`src/hdl/gbpw_pkg.sv`:
```
package gbpw_pkg;

    localparam logic       KIND_START   = 1'b0;
    localparam logic       KIND_DATA    = 1'b1;

    localparam logic [7:0] GLYPH_MONO   = 8'd1;
    localparam logic [7:0] GLYPH_GRAY   = 8'd8;

    localparam logic [5:0] FB_DEPTH_8   = 6'd8;
    localparam logic [5:0] FB_DEPTH_16  = 6'd16;
    localparam logic [5:0] FB_DEPTH_32  = 6'd32;

    localparam logic [1:0] ST_WRITE     = 2'd0;
    localparam logic [1:0] ST_BAD_GLYPH = 2'd1;
    localparam logic [1:0] ST_BAD_FRAME = 2'd2;

    localparam logic [1:0] REG_FRAME_BASE   = 2'd0;
    localparam logic [1:0] REG_SCREEN_WIDTH = 2'd1;
    localparam logic [1:0] REG_FRAME_DEPTH  = 2'd2;

    localparam int         OUT_TDATA_BITS   = 72;

    typedef struct packed {
        logic [31:0] frame_base;
        logic [12:0] screen_width;
        logic [5:0]  frame_depth;
    } t_cfg;

    // one queued job: a group of pixels from one source byte, or a status report
    typedef struct packed {
        logic [1:0]  st;
        logic [7:0]  mask;
        logic [23:0] color;
    } t_job_hdr;

endpackage

```
`src/hdl/gbpw_front.sv`:
```
module gbpw_front #(
    parameter int COORD_BITS = 12
) (
    input  logic                  i_clk,
    input  logic                  i_rst_n,
    input  logic                  i_valid,
    output logic                  o_ready,
    input  logic                  i_queue_full,
    input  logic                  i_kind,
    input  logic [COORD_BITS-1:0] i_box_left,
    input  logic [COORD_BITS-1:0] i_box_top,
    input  logic [COORD_BITS:0]   i_box_right,
    input  logic [COORD_BITS:0]   i_box_bottom,
    input  logic [9:0]            i_row_pitch,
    input  logic [7:0]            i_glyph_depth,
    input  logic [23:0]           i_ink_color,
    input  logic [7:0]            i_data_byte,
    output logic                  o_push,
    output gbpw_pkg::t_job_hdr    o_hdr,
    output logic [COORD_BITS:0]   o_x,
    output logic [COORD_BITS:0]   o_y
);
    import gbpw_pkg::*;

    localparam int CW = COORD_BITS + 1;

    logic                  r_active, n_active;
    logic                  r_mono, n_mono;
    logic [CW-1:0]         r_x, n_x;
    logic [CW-1:0]         r_y, n_y;
    logic [9:0]            r_rbc, n_rbc;
    logic [COORD_BITS-1:0] r_left, n_left;
    logic [CW-1:0]         r_right, n_right;
    logic [CW-1:0]         r_bottom, n_bottom;
    logic [9:0]            r_pitch, n_pitch;
    logic [23:0]           r_color, n_color;

    logic                  accept;
    logic                  had_pixels;
    logic [CW-1:0]         diff;
    logic [3:0]            bit_cnt;
    logic [CW-1:0]         x_adv;
    logic [9:0]            rbc_adv;
    logic [7:0]            mask;
    logic [CW-1:0]         y_inc;

    assign o_ready = !i_queue_full;
    assign accept  = i_valid && o_ready;
    assign y_inc   = r_y + CW'(1);

    always_comb begin
        had_pixels = r_x < r_right;
        diff       = r_right - r_x;
        bit_cnt    = 4'd0;
        if (had_pixels) begin
            if (diff >= CW'(8)) begin
                bit_cnt = 4'd8;
            end else begin
                bit_cnt = diff[3:0];
            end
        end
        for (int k = 0; k < 8; k++) begin
            mask[k] = (4'(k) < bit_cnt) && i_data_byte[7-k];
        end
        rbc_adv = r_rbc + 10'd1;
    end

    always_comb begin
        n_active = r_active;
        n_mono   = r_mono;
        n_x      = r_x;
        n_y      = r_y;
        n_rbc    = r_rbc;
        n_left   = r_left;
        n_right  = r_right;
        n_bottom = r_bottom;
        n_pitch  = r_pitch;
        n_color  = r_color;
        x_adv    = r_x;
        o_push   = 1'b0;
        o_hdr    = '{st: ST_WRITE, mask: 8'd0, color: r_color};
        o_x      = r_x;
        o_y      = r_y;
        if (i_kind == KIND_START) begin
            n_active = 1'b0;
            if (i_glyph_depth != GLYPH_MONO && i_glyph_depth != GLYPH_GRAY) begin
                o_push = 1'b1;
                o_hdr  = '{st: ST_BAD_GLYPH, mask: 8'd1, color: 24'd0};
            end else begin
                n_mono   = (i_glyph_depth == GLYPH_MONO);
                n_left   = i_box_left;
                n_right  = i_box_right;
                n_bottom = i_box_bottom;
                n_pitch  = i_row_pitch;
                n_color  = i_ink_color;
                n_x      = CW'(i_box_left);
                n_y      = CW'(i_box_top);
                n_rbc    = 10'd0;
                n_active = (i_box_right > CW'(i_box_left)) && (i_box_bottom > CW'(i_box_top));
            end
        end else if (r_active) begin
            if (r_mono) begin
                x_adv  = r_x + CW'(bit_cnt);
                o_push = (mask != 8'd0);
                o_hdr  = '{st: ST_WRITE, mask: mask, color: r_color};
                n_x    = x_adv;
                n_rbc  = rbc_adv;
                if (x_adv >= r_right) begin
                    if (had_pixels && ({1'b0, r_y} + (CW+1)'(1)) >= {1'b0, r_bottom}) begin
                        n_active = 1'b0;
                    end else if (rbc_adv >= r_pitch) begin
                        n_y      = y_inc;
                        n_x      = CW'(r_left);
                        n_rbc    = 10'd0;
                        n_active = !(y_inc >= r_bottom);
                    end
                end
            end else begin
                x_adv  = r_x + CW'(1);
                o_push = (i_data_byte != 8'd0);
                o_hdr  = '{st: ST_WRITE, mask: 8'd1, color: r_color};
                n_x    = x_adv;
                if (x_adv >= r_right) begin
                    n_y      = y_inc;
                    n_x      = CW'(r_left);
                    n_rbc    = 10'd0;
                    n_active = !(y_inc >= r_bottom);
                end
            end
        end
        if (!accept) begin
            o_push = 1'b0;
        end
    end

    always_ff @(posedge i_clk) begin
        if (!i_rst_n) begin
            r_active <= 1'b0;
            r_mono   <= 1'b0;
            r_x      <= '0;
            r_y      <= '0;
            r_rbc    <= '0;
            r_left   <= '0;
            r_right  <= '0;
            r_bottom <= '0;
            r_pitch  <= '0;
            r_color  <= '0;
        end else if (accept) begin
            r_active <= n_active;
            r_mono   <= n_mono;
            r_x      <= n_x;
            r_y      <= n_y;
            r_rbc    <= n_rbc;
            r_left   <= n_left;
            r_right  <= n_right;
            r_bottom <= n_bottom;
            r_pitch  <= n_pitch;
            r_color  <= n_color;
        end
    end

endmodule

```
`src/hdl/gbpw_queue.sv`:
```
module gbpw_queue #(
    parameter int WIDTH = 60,
    parameter int DEPTH = 4
) (
    input  logic             i_clk,
    input  logic             i_rst_n,
    input  logic             i_push,
    input  logic [WIDTH-1:0] i_data,
    input  logic             i_pop,
    output logic [WIDTH-1:0] o_data,
    output logic             o_full,
    output logic             o_empty
);
    localparam int AW = (DEPTH > 1) ? $clog2(DEPTH) : 1;
    localparam int CNTW = $clog2(DEPTH + 1);

    logic [WIDTH-1:0] r_mem [DEPTH];
    logic [AW-1:0]    r_wr, r_rd;
    logic [CNTW-1:0]  r_cnt;

    assign o_data  = r_mem[r_rd];
    assign o_full  = (r_cnt == CNTW'(DEPTH));
    assign o_empty = (r_cnt == '0);

    always_ff @(posedge i_clk) begin
        if (i_push) begin
            r_mem[r_wr] <= i_data;
        end
    end

    always_ff @(posedge i_clk) begin
        if (!i_rst_n) begin
            r_wr  <= '0;
            r_rd  <= '0;
            r_cnt <= '0;
        end else begin
            if (i_push) begin
                r_wr <= (r_wr == AW'(DEPTH - 1)) ? '0 : r_wr + AW'(1);
            end
            if (i_pop) begin
                r_rd <= (r_rd == AW'(DEPTH - 1)) ? '0 : r_rd + AW'(1);
            end
            if (i_push && !i_pop) begin
                r_cnt <= r_cnt + CNTW'(1);
            end else if (i_pop && !i_push) begin
                r_cnt <= r_cnt - CNTW'(1);
            end
        end
    end

endmodule

```
`src/hdl/gbpw_back.sv`:
```
module gbpw_back #(
    parameter int COORD_BITS = 12
) (
    input  logic                                  i_clk,
    input  logic                                  i_rst_n,
    input  gbpw_pkg::t_cfg                        i_cfg,
    input  logic                                  i_empty,
    output logic                                  o_pop,
    input  gbpw_pkg::t_job_hdr                    i_hdr,
    input  logic [COORD_BITS:0]                   i_x,
    input  logic [COORD_BITS:0]                   i_y,
    output logic                                  o_m_tvalid,
    input  logic                                  i_m_tready,
    output logic [gbpw_pkg::OUT_TDATA_BITS-1:0]   o_m_tdata,
    output logic [1:0]                            o_m_tuser,
    output logic                                  o_m_tlast
);
    import gbpw_pkg::*;

    localparam int CW = COORD_BITS + 1;
    localparam int RW = CW + 13;

    logic          r_cv;
    t_job_hdr      r_hdr;
    logic [CW-1:0] r_x;
    logic [RW-1:0] r_row;

    logic          r_ov;
    logic [31:0]   r_addr;
    logic [31:0]   r_data;
    logic [2:0]    r_bytes;
    logic [1:0]    r_st;
    logic          r_last;

    logic          out_free;
    logic          emit;
    logic          done;
    logic [2:0]    k;
    logic [7:0]    rem;
    logic [1:0]    sh;
    logic          fb_ok;
    logic [31:0]   pix;
    logic [CW-1:0] pix_x;
    logic [RW-1:0] row_prod;
    logic [31:0]   n_addr;
    logic [31:0]   n_data;
    logic [2:0]    n_bytes;
    logic [1:0]    n_st;

    assign out_free = !r_ov || i_m_tready;
    assign emit     = r_cv && out_free;
    assign rem      = r_hdr.mask & (r_hdr.mask - 8'd1);
    assign done     = emit && (rem == 8'd0);
    assign o_pop    = !i_empty && (!r_cv || done);
    assign row_prod = RW'(i_y) * RW'(i_cfg.screen_width);
    assign pix_x    = r_x + CW'(k);

    always_comb begin
        k = 3'd0;
        for (int i = 7; i >= 0; i--) begin
            if (r_hdr.mask[i]) begin
                k = 3'(i);
            end
        end
    end

    always_comb begin
        fb_ok = 1'b1;
        sh    = 2'd0;
        pix   = 32'd0;
        case (i_cfg.frame_depth)
            FB_DEPTH_8: begin
                sh  = 2'd0;
                pix = {24'd0, r_hdr.color[7:0]};
            end
            FB_DEPTH_16: begin
                sh  = 2'd1;
                pix = {16'd0, r_hdr.color[23:19], r_hdr.color[15:10], r_hdr.color[7:3]};
            end
            FB_DEPTH_32: begin
                sh  = 2'd2;
                pix = {8'd0, r_hdr.color};
            end
            default: begin
                fb_ok = 1'b0;
            end
        endcase
    end

    always_comb begin
        n_addr  = 32'd0;
        n_data  = 32'd0;
        n_bytes = 3'd0;
        n_st    = ST_WRITE;
        if (r_hdr.st == ST_BAD_GLYPH) begin
            n_st = ST_BAD_GLYPH;
        end else if (!fb_ok) begin
            n_st = ST_BAD_FRAME;
        end else begin
            n_addr  = i_cfg.frame_base + (32'(r_row) << sh) + (32'(pix_x) << sh);
            n_data  = pix;
            n_bytes = 3'd1 << sh;
        end
    end

    always_ff @(posedge i_clk) begin
        if (!i_rst_n) begin
            r_cv <= 1'b0;
        end else if (o_pop) begin
            r_cv <= 1'b1;
        end else if (done) begin
            r_cv <= 1'b0;
        end
    end

    always_ff @(posedge i_clk) begin
        if (o_pop) begin
            r_hdr <= i_hdr;
            r_x   <= i_x;
            r_row <= row_prod;
        end else if (emit) begin
            r_hdr.mask <= rem;
        end
    end

    always_ff @(posedge i_clk) begin
        if (!i_rst_n) begin
            r_ov <= 1'b0;
        end else if (emit) begin
            r_ov <= 1'b1;
        end else if (i_m_tready) begin
            r_ov <= 1'b0;
        end
    end

    always_ff @(posedge i_clk) begin
        if (emit) begin
            r_addr  <= n_addr;
            r_data  <= n_data;
            r_bytes <= n_bytes;
            r_st    <= n_st;
            r_last  <= (rem == 8'd0);
        end
    end

    assign o_m_tvalid = r_ov;
    assign o_m_tdata  = {(OUT_TDATA_BITS - 67)'(0), r_bytes, r_data, r_addr};
    assign o_m_tuser  = r_st;
    assign o_m_tlast  = r_last;

endmodule

```
`src/hdl/glyph_bitmap_pixel_writer.sv`:
```
// Glyph bitmap pixel writer.
// Slave stream: tuser = kind (0 glyph start, 1 bitmap byte); tdata carries the box,
// pitch, glyph depth, ink color and data byte. A start item opens a glyph; each data
// byte after it expands to at most eight pixel writes on the master stream.
// Master stream: tdata = address, packed pixel, byte count; tuser = status; tlast
// marks the final result of one input transaction.
// Config channel: index 0 frame base, 1 screen width, 2 frame depth; always ready.
// Write only while the block is idle.
// Throughput: one input transaction per cycle while the 4-entry job queue has room;
// the back end emits one result per cycle while its single output register is free, so
// a byte with several set pixels holds it until all of them (up to 8) are emitted.
// A result passes the job queue, the back-end job register and the output register.
// Reset clears the glyph state, queue and output valid, and restores the config
// defaults (base 0, width 480, depth 16). When the receiver stalls, the output
// register holds its transaction, the back end waits, the queue fills and then
// s_tready drops.
module glyph_bitmap_pixel_writer #(
    parameter int COORD_BITS = 12
) (
    input  logic                                  i_clk,
    input  logic                                  i_rst_n,
    input  logic                                  s_tvalid,
    output logic                                  s_tready,
    // kind
    input  logic                                  s_tuser,
    // box_left, box_top, box_right, box_bottom, row_pitch, glyph_depth,
    // ink_color, data_byte, zero fill
    input  logic [((4*COORD_BITS+52+7)/8)*8-1:0]  s_tdata,
    output logic                                  m_tvalid,
    input  logic                                  m_tready,
    // write_address, pixel_data, write_bytes, zero fill
    output logic [gbpw_pkg::OUT_TDATA_BITS-1:0]   m_tdata,
    // status
    output logic [1:0]                            m_tuser,
    // last
    output logic                                  m_tlast,
    input  logic                                  i_cfg_valid,
    output logic                                  o_cfg_ready,
    input  logic [1:0]                            i_cfg_index,
    input  logic [31:0]                           i_cfg_data
);
    import gbpw_pkg::*;

    localparam int C   = COORD_BITS;
    localparam int CW  = COORD_BITS + 1;
    localparam int P_L = 0;
    localparam int P_T = P_L + C;
    localparam int P_R = P_T + C;
    localparam int P_B = P_R + CW;
    localparam int P_P = P_B + CW;
    localparam int P_D = P_P + 10;
    localparam int P_I = P_D + 8;
    localparam int P_Y = P_I + 24;
    localparam int HW  = $bits(t_job_hdr);
    localparam int QW  = HW + 2 * CW;

    t_cfg          r_cfg;
    logic          q_full, q_empty, q_push, q_pop;
    t_job_hdr      f_hdr;
    logic [CW-1:0] f_x, f_y;
    logic [QW-1:0] q_head;

    assign o_cfg_ready = 1'b1;

    always_ff @(posedge i_clk) begin
        if (!i_rst_n) begin
            r_cfg <= '{frame_base: 32'd0, screen_width: 13'd480, frame_depth: FB_DEPTH_16};
        end else if (i_cfg_valid) begin
            case (i_cfg_index)
                REG_FRAME_BASE:   r_cfg.frame_base   <= i_cfg_data;
                REG_SCREEN_WIDTH: r_cfg.screen_width <= i_cfg_data[12:0];
                REG_FRAME_DEPTH:  r_cfg.frame_depth  <= i_cfg_data[5:0];
                default: begin
                end
            endcase
        end
    end

    gbpw_front #(
        .COORD_BITS(COORD_BITS)
    ) u_front (
        .i_clk        (i_clk),
        .i_rst_n      (i_rst_n),
        .i_valid      (s_tvalid),
        .o_ready      (s_tready),
        .i_queue_full (q_full),
        .i_kind       (s_tuser),
        .i_box_left   (s_tdata[P_T-1:P_L]),
        .i_box_top    (s_tdata[P_R-1:P_T]),
        .i_box_right  (s_tdata[P_B-1:P_R]),
        .i_box_bottom (s_tdata[P_P-1:P_B]),
        .i_row_pitch  (s_tdata[P_D-1:P_P]),
        .i_glyph_depth(s_tdata[P_I-1:P_D]),
        .i_ink_color  (s_tdata[P_Y-1:P_I]),
        .i_data_byte  (s_tdata[P_Y+7:P_Y]),
        .o_push       (q_push),
        .o_hdr        (f_hdr),
        .o_x          (f_x),
        .o_y          (f_y)
    );

    gbpw_queue #(
        .WIDTH(QW),
        .DEPTH(4)
    ) u_queue (
        .i_clk  (i_clk),
        .i_rst_n(i_rst_n),
        .i_push (q_push),
        .i_data ({f_hdr, f_x, f_y}),
        .i_pop  (q_pop),
        .o_data (q_head),
        .o_full (q_full),
        .o_empty(q_empty)
    );

    gbpw_back #(
        .COORD_BITS(COORD_BITS)
    ) u_back (
        .i_clk     (i_clk),
        .i_rst_n   (i_rst_n),
        .i_cfg     (r_cfg),
        .i_empty   (q_empty),
        .o_pop     (q_pop),
        .i_hdr     (q_head[QW-1:2*CW]),
        .i_x       (q_head[2*CW-1:CW]),
        .i_y       (q_head[CW-1:0]),
        .o_m_tvalid(m_tvalid),
        .i_m_tready(m_tready),
        .o_m_tdata (m_tdata),
        .o_m_tuser (m_tuser),
        .o_m_tlast (m_tlast)
    );

endmodule
```
`config.mk`:
```
export PLATFORM = sky130hd
export DESIGN_NAME = glyph_bitmap_pixel_writer
export DESIGN_NICKNAME = d
export VERILOG_FILES = /design/src/hdl/gbpw_pkg.sv /design/src/hdl/gbpw_front.sv /design/src/hdl/gbpw_queue.sv /design/src/hdl/gbpw_back.sv /design/src/hdl/glyph_bitmap_pixel_writer.sv
export SDC_FILE = /design/constraint.sdc
export NUM_CORES = 1
export LEC_CHECK = 0
export ABC_AREA = 1
export BUFFER_PORTS_ARGS = -buffer_cell sky130_fd_sc_hd__buf_4
export CELL_PAD_IN_SITES_DETAIL_PLACEMENT = 1
export CELL_PAD_IN_SITES_GLOBAL_PLACEMENT = 1
export CORE_ASPECT_RATIO = 0.6
export CORE_MARGIN = 2
export CORE_UTILIZATION = 47
export DETAILED_ROUTE_END_ITERATION = 8
export GPL_TIMING_DRIVEN = 0
export PLACE_DENSITY = 0.79
export SETUP_SLACK_MARGIN = 0.1
export SLEW_MARGIN = 20
export SYNTH_ARGS = -nofsm -noshare
export SYNTH_HDL_FRONTEND = slang
export SYNTH_SLANG_ARGS = --single-unit
export TNS_END_PERCENT = 30
```
`constraint.sdc`:
```
create_clock -name i_clk -period 7.59 [get_ports i_clk]
set_input_delay 1.8975 -clock i_clk [delete_from_list [all_inputs] [get_ports i_clk]]
set_output_delay 1.8975 -clock i_clk [all_outputs]
set_load 0.005 [all_outputs]
```
==> impl_metrics.json <==
{
  "synth.mux.area_fraction": 0.00154,
  "synthFlopType": "edfxtp_1",
  "synth_adder_area_share": 0.169,
  "wl_met2_um": 45800,
  "p_clk_frac": 0.136,
  "min-delay-start": "u_front.r_color[10]$_SDFFE_PN0P_",
  "leakage_nw": 16.6,
  "fill_cells": 8020,
  "synth-simple-area-share": 0.152,
  "endpoint": "u_back.r_row[25]$_DFFE_PP_",
  "maxCapViolCount": 0,
  "synth_edf_count": 370,
  "comb_power_share": 0.640,
  "area_delta_synth_final_pct": 14.8,
  "yosys.area.top_type": "edfxtp_1",
  "p_sw_mw": 9.90,
  "cts_tree": "done",
  "post-route-period-util": 0.945,
  "regArea_um2": 14600,
  "numPortBuffers": 202,
  "rsz0062_at_grt": "false",
  "yosysWarnings": 0,
  "drtIter0Drc": 2598,
  "dp_cells": 4832,
  "cp_max_fo": 10,
  "synth_top_family_by_area": "adder cells",
  "grt_pass1_wl_um": 169000,
  "fin_area_um2": 37400,
  "synth.avg_cell_area_um2": 8.82,
  "crit_type": "flop to flop",
  "grt_max_degree": 54,
  "synth.area.top_cells": "edfxtp_1, dfxtp_1, fa_1",
  "power_frac_seq": 0.224,
  "slew_violations": 0,
  "synth.cell_area_um2": 32600,
  "finalHoldViolCount": 0,
  "synth.most_common_cell": "nand2_1",
  "async_flop_share": 0,
  "vias_per_cell": 5.61,
  "overflow": 0,
  "core_area_um2": 68300,
  "dp_hpwl_um": 87000,
  "drtPass1Iterations": 5,
  "finalCriticalPeriod_ps": 7170,
  "io_pins": 222,
  "synth_seq_cells": 542,
  "place_area_um2": 35600,
  "rows": 74,
  "peakVddDrop_mv": 0.761,
  "setup_viol": 0,
  "regToRegEndpoint": "u_back.r_row[25]$_DFFE_PP_",
  "die-area_um2": 71500,
  "sw_frac_of_total": 0.493,
  "fin_cells": 4931,
  "start_util": 0.477,
  "vias": 27600,
  "routedWlPerCell_um": 22.5,
  "synth_xor_area_frac": 0.0145,
  "clockBufferDepth": 3,
  "h-tree-depth": 2,
  "p_per_area_nw_per_um2": 537,
  "synth_top_area_frac": 0.341,
  "cts_buffers": 52,
  "reg2reg_depth": 27,
  "root_buffer": "clkbuf_16",
  "nNetsFinal": 4475,
  "synth_compound_area_frac": 0.132,
  "cp.arrival_ps": 7620,
  "worstSkewPairLatency_ps": 660,
  "grt_usage": 0.309,
  "endpoint_kind": "flop",
  "power_mw": 20.1,
  "cts_sinks": 542,
  "top_layer_used": "met5",
  "gp_congestion": 0.963,
  "antenna_found_initial": 4,
  "relSlewSlack": 0.259,
  "yosysSeqAreaShare": 0.447,
  "wl_met3_um": 10900,
  "netlist_instances": 3692,
  "postRouteAntennaNets": 0,
  "grt_pass1_vias": 28300,
  "fmax_ghz": 0.139,
  "hold_ws_ps": 453,
  "crit_slowest_cell": "fa_1",
  "r2r_setup_slack_ps": 420,
  "max_stage_delay_ps": 570,
  "multiInputGateArea_um2": 15400,
  "die_h_um": 208,
  "drt-met1-wl_um": 51800,
  "path_common_cell": "fa_1",
  "fin_worst_skew_ps": 54.1,
  "drive_above_1_share": 0.0941,
  "cp_data_required_time_ps": 8030,
  "wirelength_um": 111000,
  "hold_class": "flop to flop",
  "drc_errors": 0,
  "fin_tns_setup_ps": 0,
  "p_int_mw": 10.2,
  "synth.distinct_cells": 54,
  "start_kind": "flop",
  "status": "completed",
  "worst_slew_pin_slew_ps": 1110,
  "netlist_top_cells_count": "nand2_1, inv_1, nor2_1, o21ai_0, edfxtp_1",
  "die_w_um": 344,
  "clk_pin_slew_ps": 70,
  "diodes": 0
}
layer usage:
layer  vias up  global-route usage
met5         -              0.0108
met4         6              0.0685
met3       136              0.0801
met2      1076               0.444
met1     13700               0.464
li1      12800                   -
final cells by class:
type	count	share of cell area
Inverter	572	0.0578
Clock buffer	72	0.0387
Clock inverter	26	0.00843
Timing Repair Buffer	215	0.0474
Tap cell	912	0.0305
Buffer	142	0.0162
Multi-Input combinational cell	2450	0.412
Sequential cell	542	0.389
registers in the layout (all words and copies together) (netlist names), 2 cells and up, named ones only:
signal            count
r_cfg                51
u_back.o_m_tuser      2
u_back.r_addr        32
u_back.r_bytes        3
u_back.r_data        24
u_back.r_hdr         33
u_back.r_row         26
u_back.r_x           13
u_front.o_x          13
u_front.o_y          13
u_front.r_bottom     13
u_front.r_color      24
u_front.r_left       12
u_front.r_pitch      10
u_front.r_rbc        10
u_front.r_right      13
u_queue.r_cnt         3
u_queue.r_mem       236
u_queue.r_rd          2
u_queue.r_wr          2
power groups by stage:
stage	Sequential, mW	Clock (mW)	Combinational [mW]
CTS	4.50	2.77	12.5
detailed placement	4.56	0	12.2
global placement	4.56	0	11.7
global route	4.52	2.87	14.2
floorplan	4.47	0	8.07
finish	4.50	2.74	12.8
cells in the final DEF, fill, tap and decap left out, types with 11 or more instances in the layout:
| cell | synthesis | final |
|---|---|---|
| o211ai_1 | 22 | 22 |
| nor4_1 | 11 | 11 |
| ha_1 | 215 | 215 |
| clkbuf_16 | 0 | 53 |
| nand3_1 | 105 | 105 |
| o21ai_0 | 376 | 374 |
| inv_1 | 554 | 552 |
| clkinv_2 | 0 | 12 |
| buf_4 | 14 | 219 |
| a31oi_1 | 35 | 35 |
| nand2_1 | 613 | 609 |
| a21oi_1 | 272 | 269 |
| nand2_2 | 8 | 12 |
| dfxtp_1 | 172 | 172 |
| fa_1 | 141 | 141 |
| xnor2_1 | 15 | 15 |
| o22ai_1 | 47 | 47 |
| nor2_1 | 408 | 404 |
| nand4_1 | 25 | 25 |
| xor2_1 | 39 | 39 |
| conb_1 | 2 | 16 |
| nor3_1 | 20 | 18 |
| clkbuf_1 | 116 | 123 |
| edfxtp_1 | 370 | 370 |
per-stage QoR:
step                 util  worst slack, ps
global route        0.547              102
floorplan               -             1370
detailed placement  0.521             -639
global placement    0.516            -1060
CTS                 0.547              207
finish              0.547              417
kinds of logic (layout without fill, tap and decap cells):
logic type	Yosys count	after routing
fa+ha+maj	356	356
other cells	2	16
mux	5	5
xor+xnor	54	54
buf+inv	714	1027
simple gates	1218	1218
compound gates	801	801
flops	542	542
worst min-delay path by stage:
stage                                             to  slack (ps)  depth (start not counted)
finish              u_front.r_color[10]$_SDFFE_PN0P_         450                          2
detailed placement             r_cfg[0]$_SDFFE_PN0P_         450                          2
floorplan                      r_cfg[1]$_SDFFE_PN0P_         420                          2
CTS                 u_front.r_color[10]$_SDFFE_PN0P_         460                          2
global placement               r_cfg[0]$_SDFFE_PN0P_         440                          2
global route        u_front.r_color[10]$_SDFFE_PN0P_         470                          2
what timing repair did:
action,in CTS,in global routing
pin swaps,1,0
gates resized for setup,16,12
setup buffers,1,0
endpoints found under the setup margin,9,5
hold buffers,0,0
worst max-delay path, delay by kind of cell, from the launching register on:
family                   cells  cell delay (ps)
buffers and inverters        7             1000
adder cells (fa/ha/maj)      6             3070
AO/OA/AOI/OAI                9             1880
AND/OR/NAND/NOR              4              490
XOR/XNOR                     1              230
flip-flops                   1              320
No activity file was read; power rests on OpenSTA's default activity.
